[src/rtl/rar_pkg.sv]
// types, constants and helpers for the rational arithmetic reduce block
// used by rational_arithmetic_reduce; depends on nothing else
package rar_pkg;

  localparam int OPERAND_WIDTH = 16;
  localparam int VAL_W = 2 * OPERAND_WIDTH;
  localparam int CNT_W = $clog2(VAL_W);
  localparam int SHF_W = $clog2(VAL_W + 1);
  localparam int NUM_W = 33;
  localparam int DEN_W = 31;
  localparam int EXT_W = (VAL_W + 1 > NUM_W) ? VAL_W + 1 : NUM_W;

  typedef enum logic [1:0] {
    KIND_ADD = 2'd0,
    KIND_SUB = 2'd1,
    KIND_MUL = 2'd2,
    KIND_DIV = 2'd3
  } kind_e;

  typedef enum logic [2:0] {
    S_IDLE,
    S_MUL,
    S_SUM,
    S_GCD_TWO,
    S_GCD,
    S_DIV_NUM,
    S_DIV_DEN,
    S_DONE
  } state_e;

  typedef struct packed {
    kind_e                           kind;
    logic signed [OPERAND_WIDTH-1:0] first_num;
    logic signed [OPERAND_WIDTH-1:0] first_den;
    logic signed [OPERAND_WIDTH-1:0] second_num;
    logic signed [OPERAND_WIDTH-1:0] second_den;
  } in_item_t;

  typedef struct packed {
    logic signed [NUM_W-1:0] result_num;
    logic [DEN_W-1:0]        result_den;
    logic                    status;
  } out_item_t;

  // magnitude of a two's complement operand, exact for the most negative value
  function automatic logic [OPERAND_WIDTH-1:0] mag_of(input logic [OPERAND_WIDTH-1:0] v);
    mag_of = v[OPERAND_WIDTH-1] ? (~v + 1'b1) : v;
  endfunction

endpackage

[src/rtl/rational_arithmetic_reduce.sv]
// rational add/sub/mul/div with reduction to lowest terms
// depends on rar_pkg
//
//  channel  direction  payload     handshake
//  in       input      in_item_t   in_valid_i, in_stall_o
//  out      output     out_item_t  out_valid_o, out_stall_i
//
// one transaction at a time: the multiply steps through one shared multiplier, a sum step,
// stripping of common factors of two, a binary gcd (shift or subtract steps on the
// shared subtractor) and two restoring divisions on that same subtractor, then the done
// state and the idle state
// zero-denominator and zero-numerator results skip gcd and division
// in_stall_o is high from acceptance until the result has been taken
// reset clears the sequencer only; the result holds while out_stall_i is high
module rational_arithmetic_reduce
  import rar_pkg::*;
(
  input  logic      clk_i,
  input  logic      rst_ni,
  input  logic      in_valid_i,
  output logic      in_stall_o,
  input  in_item_t  in_data_i,
  output logic      out_valid_o,
  input  logic      out_stall_i,
  output out_item_t out_data_o
);

  localparam int W = OPERAND_WIDTH;

  state_e state_q, state_d;

  in_item_t          op_q;
  logic [CNT_W-1:0]  cnt_q, cnt_d;
  logic [VAL_W-1:0]  t0_q, t0_d, t1_q, t1_d, den_q, den_d;
  logic              t0_neg_q, t0_neg_d, t1_neg_q, t1_neg_d, den_neg_q, den_neg_d;
  logic [VAL_W-1:0]  a_q, a_d, b_q, b_d, g_q, g_d, x_q, x_d, rem_q, rem_d, nq_q, nq_d;
  logic [SHF_W-1:0]  k_q, k_d;
  logic              neg_q, neg_d;
  out_item_t         res_q, res_d;

  // operand magnitudes and signs
  logic [W-1:0] n1_m, d1_m, n2_m, d2_m;
  logic         n1_s, d1_s, n2_s, d2_s;

  assign n1_m = mag_of(op_q.first_num);
  assign d1_m = mag_of(op_q.first_den);
  assign n2_m = mag_of(op_q.second_num);
  assign d2_m = mag_of(op_q.second_den);
  assign n1_s = op_q.first_num[W-1];
  assign d1_s = op_q.first_den[W-1];
  assign n2_s = op_q.second_num[W-1];
  assign d2_s = op_q.second_den[W-1];

  // shared multiplier with operand select by step
  logic [W-1:0]     mul_a, mul_b;
  logic             mul_s;
  logic [VAL_W-1:0] prod;

  always_comb begin
    mul_a = d1_m;
    mul_b = (op_q.kind == KIND_DIV) ? n2_m : d2_m;
    mul_s = d1_s ^ ((op_q.kind == KIND_DIV) ? n2_s : d2_s);
    if (cnt_q == CNT_W'(0)) begin
      mul_a = n1_m;
      mul_b = (op_q.kind == KIND_MUL) ? n2_m : d2_m;
      mul_s = n1_s ^ ((op_q.kind == KIND_MUL) ? n2_s : d2_s);
    end else if (cnt_q == CNT_W'(1)) begin
      mul_a = n2_m;
      mul_b = d1_m;
      mul_s = n2_s ^ d1_s ^ (op_q.kind == KIND_SUB);
    end
  end

  assign prod = VAL_W'(mul_a) * VAL_W'(mul_b);

  // shared subtractor with operand select by state
  logic [VAL_W:0] sub_x, sub_y, sub_r, shifted;
  logic [VAL_W-1:0] sub_neg;
  logic           borrow;

  assign shifted = {rem_q, x_q[VAL_W-1]};

  always_comb begin
    unique case (state_q)
      S_SUM: begin
        sub_x = {1'b0, t0_q};
        sub_y = {1'b0, t1_q};
      end
      S_DIV_NUM, S_DIV_DEN: begin
        sub_x = shifted;
        sub_y = {1'b0, g_q};
      end
      default: begin
        sub_x = {1'b0, a_q};
        sub_y = {1'b0, b_q};
      end
    endcase
  end

  assign sub_r   = sub_x - sub_y;
  assign borrow  = sub_r[VAL_W];
  assign sub_neg = ~sub_r[VAL_W-1:0] + 1'b1;

  // signed sum of the two cross products
  logic [VAL_W-1:0] sum_mag;
  logic             sum_neg;

  always_comb begin
    if (t0_neg_q == t1_neg_q) begin
      sum_mag = t0_q + t1_q;
      sum_neg = t0_neg_q;
    end else if (!borrow) begin
      sum_mag = sub_r[VAL_W-1:0];
      sum_neg = t0_neg_q;
    end else begin
      sum_mag = sub_neg;
      sum_neg = t1_neg_q;
    end
    if (sum_mag == '0) begin
      sum_neg = 1'b0;
    end
  end

  logic last_bit;
  assign last_bit = (cnt_q == CNT_W'(VAL_W - 1));

  // next state
  always_comb begin
    state_d = state_q;
    unique case (state_q)
      S_IDLE:    if (in_valid_i) state_d = S_MUL;
      S_MUL:     if (cnt_q == CNT_W'(2)) state_d = S_SUM;
      S_SUM: begin
        if (den_q == '0 || sum_mag == '0) state_d = S_DONE;
        else                              state_d = S_GCD_TWO;
      end
      S_GCD_TWO: if (a_q[0] || b_q[0]) state_d = S_GCD;
      S_GCD:     if (a_q == '0) state_d = S_DIV_NUM;
      S_DIV_NUM: if (last_bit) state_d = S_DIV_DEN;
      S_DIV_DEN: if (last_bit) state_d = S_DONE;
      S_DONE:    if (!out_stall_i) state_d = S_IDLE;
      default:   state_d = S_IDLE;
    endcase
  end

  // datapath
  logic [EXT_W-1:0] wide_num;

  always_comb begin
    cnt_d = cnt_q;
    t0_d = t0_q; t0_neg_d = t0_neg_q;
    t1_d = t1_q; t1_neg_d = t1_neg_q;
    den_d = den_q; den_neg_d = den_neg_q;
    a_d = a_q; b_d = b_q; g_d = g_q; k_d = k_q;
    x_d = x_q; rem_d = rem_q; nq_d = nq_q;
    neg_d = neg_q;
    res_d = res_q;
    wide_num = EXT_W'(nq_q);
    unique case (state_q)
      S_IDLE: cnt_d = '0;
      // three products, one per cycle
      S_MUL: begin
        cnt_d = cnt_q + 1'b1;
        if (cnt_q == CNT_W'(0)) begin
          t0_d = prod;
          t0_neg_d = mul_s && (prod != '0);
        end else if (cnt_q == CNT_W'(1)) begin
          if (op_q.kind == KIND_ADD || op_q.kind == KIND_SUB) begin
            t1_d = prod;
            t1_neg_d = mul_s && (prod != '0);
          end else begin
            t1_d = '0;
            t1_neg_d = 1'b0;
          end
        end else begin
          den_d = prod;
          den_neg_d = mul_s && (prod != '0);
        end
      end
      // combine and catch special cases
      S_SUM: begin
        a_d = sum_mag;
        b_d = den_q;
        k_d = '0;
        neg_d = sum_neg ^ den_neg_q;
        if (den_q == '0) begin
          res_d.result_num = '0;
          res_d.result_den = '0;
          res_d.status = 1'b1;
        end else if (sum_mag == '0) begin
          res_d.result_num = '0;
          res_d.result_den = DEN_W'(1);
          res_d.status = 1'b0;
        end
      end
      // strip common factors of two
      S_GCD_TWO: begin
        if (!a_q[0] && !b_q[0]) begin
          a_d = a_q >> 1;
          b_d = b_q >> 1;
          k_d = k_q + 1'b1;
        end
      end
      // binary gcd on odd parts
      S_GCD: begin
        cnt_d = '0;
        if (a_q == '0) begin
          g_d = b_q << k_q;
          x_d = t0_q;
          rem_d = '0;
        end else if (!a_q[0]) begin
          a_d = a_q >> 1;
        end else if (!b_q[0]) begin
          b_d = b_q >> 1;
        end else if (!borrow) begin
          a_d = sub_r[VAL_W-1:0];
        end else begin
          b_d = sub_neg;
        end
      end
      // restoring division, one quotient bit a cycle
      S_DIV_NUM, S_DIV_DEN: begin
        cnt_d = cnt_q + 1'b1;
        rem_d = borrow ? shifted[VAL_W-1:0] : sub_r[VAL_W-1:0];
        x_d = {x_q[VAL_W-2:0], ~borrow};
        if (last_bit) begin
          cnt_d = '0;
          rem_d = '0;
          if (state_q == S_DIV_NUM) begin
            nq_d = x_d;
            x_d = den_q;
          end else begin
            wide_num = neg_q ? (~EXT_W'(nq_q) + 1'b1) : EXT_W'(nq_q);
            res_d.result_num = wide_num[NUM_W-1:0];
            res_d.result_den = DEN_W'(x_d);
            res_d.status = 1'b0;
          end
        end
      end
      default: ;
    endcase
    // numerator dividend comes from the sum, kept in t0
    if (state_q == S_SUM) t0_d = sum_mag;
  end

  // registers
  always_ff @(posedge clk_i or negedge rst_ni) begin
    if (!rst_ni) begin
      state_q <= S_IDLE;
    end else begin
      state_q <= state_d;
    end
  end

  always_ff @(posedge clk_i) begin
    if (state_q == S_IDLE && in_valid_i) op_q <= in_data_i;
    cnt_q <= cnt_d;
    t0_q <= t0_d; t0_neg_q <= t0_neg_d;
    t1_q <= t1_d; t1_neg_q <= t1_neg_d;
    den_q <= den_d; den_neg_q <= den_neg_d;
    a_q <= a_d; b_q <= b_d; g_q <= g_d; k_q <= k_d;
    x_q <= x_d; rem_q <= rem_d; nq_q <= nq_d;
    neg_q <= neg_d;
    res_q <= res_d;
  end

  // handshake outputs
  assign in_stall_o  = (state_q != S_IDLE);
  assign out_valid_o = (state_q == S_DONE);
  assign out_data_o  = res_q;

  // an error result carries zeros
  a_err_zero: assert property (@(posedge clk_i) disable iff (!rst_ni)
    out_valid_o && out_data_o.status |-> out_data_o.result_num == '0 &&
      out_data_o.result_den == '0)
    else $error("error result not zeroed");

  // a good result has a nonzero denominator
  a_den_nonzero: assert property (@(posedge clk_i) disable iff (!rst_ni)
    out_valid_o && !out_data_o.status |-> out_data_o.result_den != '0)
    else $error("zero denominator on good result");

  // an accepted transaction makes the block busy
  a_busy: assert property (@(posedge clk_i) disable iff (!rst_ni)
    in_valid_i && !in_stall_o |=> in_stall_o && !out_valid_o)
    else $error("not busy after acceptance");

endmodule

[config.mk]
export PLATFORM = sky130hd
export DESIGN_NAME = rational_arithmetic_reduce
export DESIGN_NICKNAME = d
export VERILOG_FILES = /design/src/rtl/rar_pkg.sv /design/src/rtl/rational_arithmetic_reduce.sv
export SDC_FILE = /design/constraint.sdc
export NUM_CORES = 2
export LEC_CHECK = 0
export BUFFER_PORTS_ARGS = -buffer_cell sky130_fd_sc_hd__buf_4
export CORE_UTILIZATION = 45
export CTS_CLUSTER_DIAMETER = 60
export DETAILED_ROUTE_END_ITERATION = 6
export SLEW_MARGIN = 40
export SYNTH_ARGS = -nofsm -noshare
export SYNTH_HDL_FRONTEND = slang
export SYNTH_SLANG_ARGS = --single-unit
export TNS_END_PERCENT = 50
[constraint.sdc]
create_clock -name clk_i -period 8.95 [get_ports clk_i]
set_clock_uncertainty 0.2 [all_clocks]
set_input_delay 0 -clock clk_i [delete_from_list [all_inputs] [get_ports clk_i]]
set_output_delay 0 -clock clk_i [all_outputs]
set_load 0.1 [all_outputs]
==> metrics.txt <==
fin worst setup slack -45.2 ps; Final #Nets 4731; post-route clock period utilization 1.01; drt drc 0; Slew @ Worst Pin 864 ps; prevailing post-synth register cell edfxtp_1; Initial Util 0.458; antenna cells 0; synthesis-to-finish area growth 22.1%; initial antenna violation count 0; Max IR drop VDD 156 uV; Ys Warns 0; register area share after synthesis 0.361; Synth area leaders edfxtp_1, fa_1, ha_1; CTS Buffer Depth 3; status finished with violations; CORE AREA 79400 sq um; ys async rst share 0.00686; worst rel slew slack 0.419; setup TNS -123 ps; # rows 103; Post-Syn Nets 4273; CTS buffer count 51; Placed Instances 5118; worst hold slack 67.7 ps; RR Startpoint op_q[20]$_DFFE_PP_; P_sw 0.926 mW; vias 31775; CTS sink count 437; first-pass GRT wire length 191000 microns; max FFs per register 65; Mapped Area 36300 sq um; cell repeated most along the worst path fa_1; post-route cell area 44400 sq um; gpl congestion 0.965; CP peak stage delay 550 ps; Netlist cell types 113; largest net degree at the start of global routing 79; Leak 18.4 nW; slowest CP cell fa_1; die height 286 microns; endpoints failing hold 0; clk root buf clkbuf_16; Clock power frac 0.485; CP endpoint kind flop; PortBufs 136; crit path kind reg -> reg; DP Wirelength 98100 microns; FILL cells 7019; grt ovf 0; gr usage total 0.307; Fmax achieved 111 MHz; worst-path fanout max 4; Avg WL per Cell 23.6 microns; Avg Inst Size Synth 9.49 sq um; dpl cell area 40400 sq um; post-synth top area share 0.359; PwrDens 100 nW/um^2; Slew Viols, Final 0; CTS tree yes; number of max-cap violations 0; fin cells 5374; Post-synth EDFFs 434; startpoint types flop; synthesis-stage register bit count 437; worst skew pair latency 640 ps; violated checks negative setup slack; DIE WIDTH 286 microns; RSZ-0062 raised after global routing true; HP Class in -> async; CTS H-tree depth 2; Final Critical Period 9000 ps; Net Sw Frac 0.208; first-iteration detailed-routing DRC count 3438; post-synthesis cell count 3828; CP Launch Point op_q[20]$_DFFE_PP_; Post-Route WL 127000 microns; Setup violations, final 3; WP data arrival 9080 ps; DIE AREA 81900 sq um; post-synth top area cell edfxtp_1; share of cells above drive strength 1 0.181; vias in the first global route 31098; clock-pin slew on the worst setup and hold paths 60 ps; routed vias/inst 5.91; power share of the combinational group 0.016; Int Power 3.53 mW; Worst EP required 9040 ps; Initial DRT Pass Iterations 6; antenna viol nets, final 0; IO Pins 137; Seq pwr share 0.498
[layout make-up]
cell class / instances / area, sq um / area share
multi-input cells: 2895 / 22100 / 0.499
flip-flops and latches: 437 / 13100 / 0.295
repair buffers: 613 / 5050 / 0.114
well taps: 1050 / 1310 / 0.0296
clock buffers: 58 / 1300 / 0.0293
inverters: 288 / 1080 / 0.0244
clock inverters: 33 / 397 / 0.00894
[synthesized netlist by cell type (15+ instances only)]
master and n:
a21oi_1 221, inv_1 283, a22o_1 38, o221ai_1 16, mux2_2 18, o31ai_1 32
buf_1 16, or2_2 15, nand4_1 22, or3_1 34, nand3_1 46, o21ai_0 178
a22oi_1 97, edfxtp_1 434, ha_1 179, nand2_1 512, mux2i_1 36, fa_1 196
mux4_2 22, clkbuf_1 179, nor3_1 47, o22ai_1 27, nand2b_1 38, xor2_1 107
a21o_1 42, a211oi_1 32, a31oi_1 55, nor4_1 29, or4_1 18, and3_1 59
nor2_1 369, nor2b_1 42, and2_1 33, o211ai_1 24, xnor2_1 96
[power groups by stage]
stage	logic (mW)	registers (mW)	clock network, mW
after floorplan	0.000163	2.26	0
after detailed placement	0.0238	2.26	0
after CTS	0.0690	2.22	2.17
after global placement	0.0235	2.26	0
final	0.0727	2.22	2.16
after global routing	0.0774	2.22	2.25
[routing by layer]
metal	global-route usage	wire (microns)
met1	0.399	51100
met2	0.503	59400
met3	0.0439	9600
met4	0.149	6800
met5	0	0
[through the flow]
stage                     utilization  setup WS, ps  power [mW]
after floorplan                     -          -279        2.26
after global placement          0.508          -484        2.29
after detailed placement        0.509          -587        2.29
after CTS                       0.553          -190        4.46
after global routing            0.559          -408        4.54
final                           0.559         -45.2        4.45
[path summary, 6_finish.rpt]
check | end | slack [ps] | cells past startpoint
max reg2reg | den_neg_q$_DFFE_PP_ | -50 | 33
min | state_q[1]$_DFFE_PN0P_ | 70 | 3
min reg2reg | nq_q[6]$_DFFE_PP_ | 280 | 0
max | den_neg_q$_DFFE_PP_ | -50 | 33
max in group asynchronous | state_q[2]$_DFFE_PN0P_ | 8320 | 3
min in group clk_i | nq_q[6]$_DFFE_PP_ | 280 | 0
[timing repair]
action	in CTS	in global routing
setup buffers	16	12
cloned	0	0
hold buffers	136	0
pin swaps	65	57
endpoints found under the hold margin	72	0
gates resized for setup	72	64
endpoints found under the setup margin	9	16
[cells in the final DEF, fill, tap and decap left out, types with 13 or more instances in the layout]
master,count
a211oi_1,31
a21o_1,42
a21oi_1,205
a21oi_2,17
a22o_1,38
a22oi_1,93
a31oi_1,54
and2_1,32
and3_1,55
buf_4,461
clkbuf_16,51
dlygate4sd3_1,136
edfxtp_1,434
fa_1,192
ha_1,173
inv_1,277
mux2_2,18
mux2i_1,36
mux4_2,22
nand2_1,506
nand2b_1,37
nand3_1,43
nand4_1,22
nor2_1,362
nor2b_1,38
nor3_1,39
nor4_1,27
o211ai_1,24
o21ai_0,165
o21ai_1,20
o221ai_1,14
o22ai_1,27
o31ai_1,25
or2_2,13
or3_1,30
or4_1,17
xnor2_1,88
xor2_1,100
[cell families (layout without fill, tap and decap cells)]
group,after synthesis,in the layout,share of synthesized area
and+or+nand+nor,1328,1328,0.172
AOI/OAI and AO/OA,912,912,0.167
buffers and inverters,496,992,0.0519
DFF,437,437,0.361
adders and majority gates,375,375,0.170
xor gates and xnor gates,204,204,0.0494
muxes,76,76,0.0291
[worst max-delay path, delay by kind of cell, from the launching register on]
family          cells  cell delay, ps
compound gates      5            1020
xor+xnor            2             310
fa+ha+maj           7            3270
buf+inv             7             590
flops               1             410
simple gates       12            2820
No activity file was read; power rests on OpenSTA's default activity.
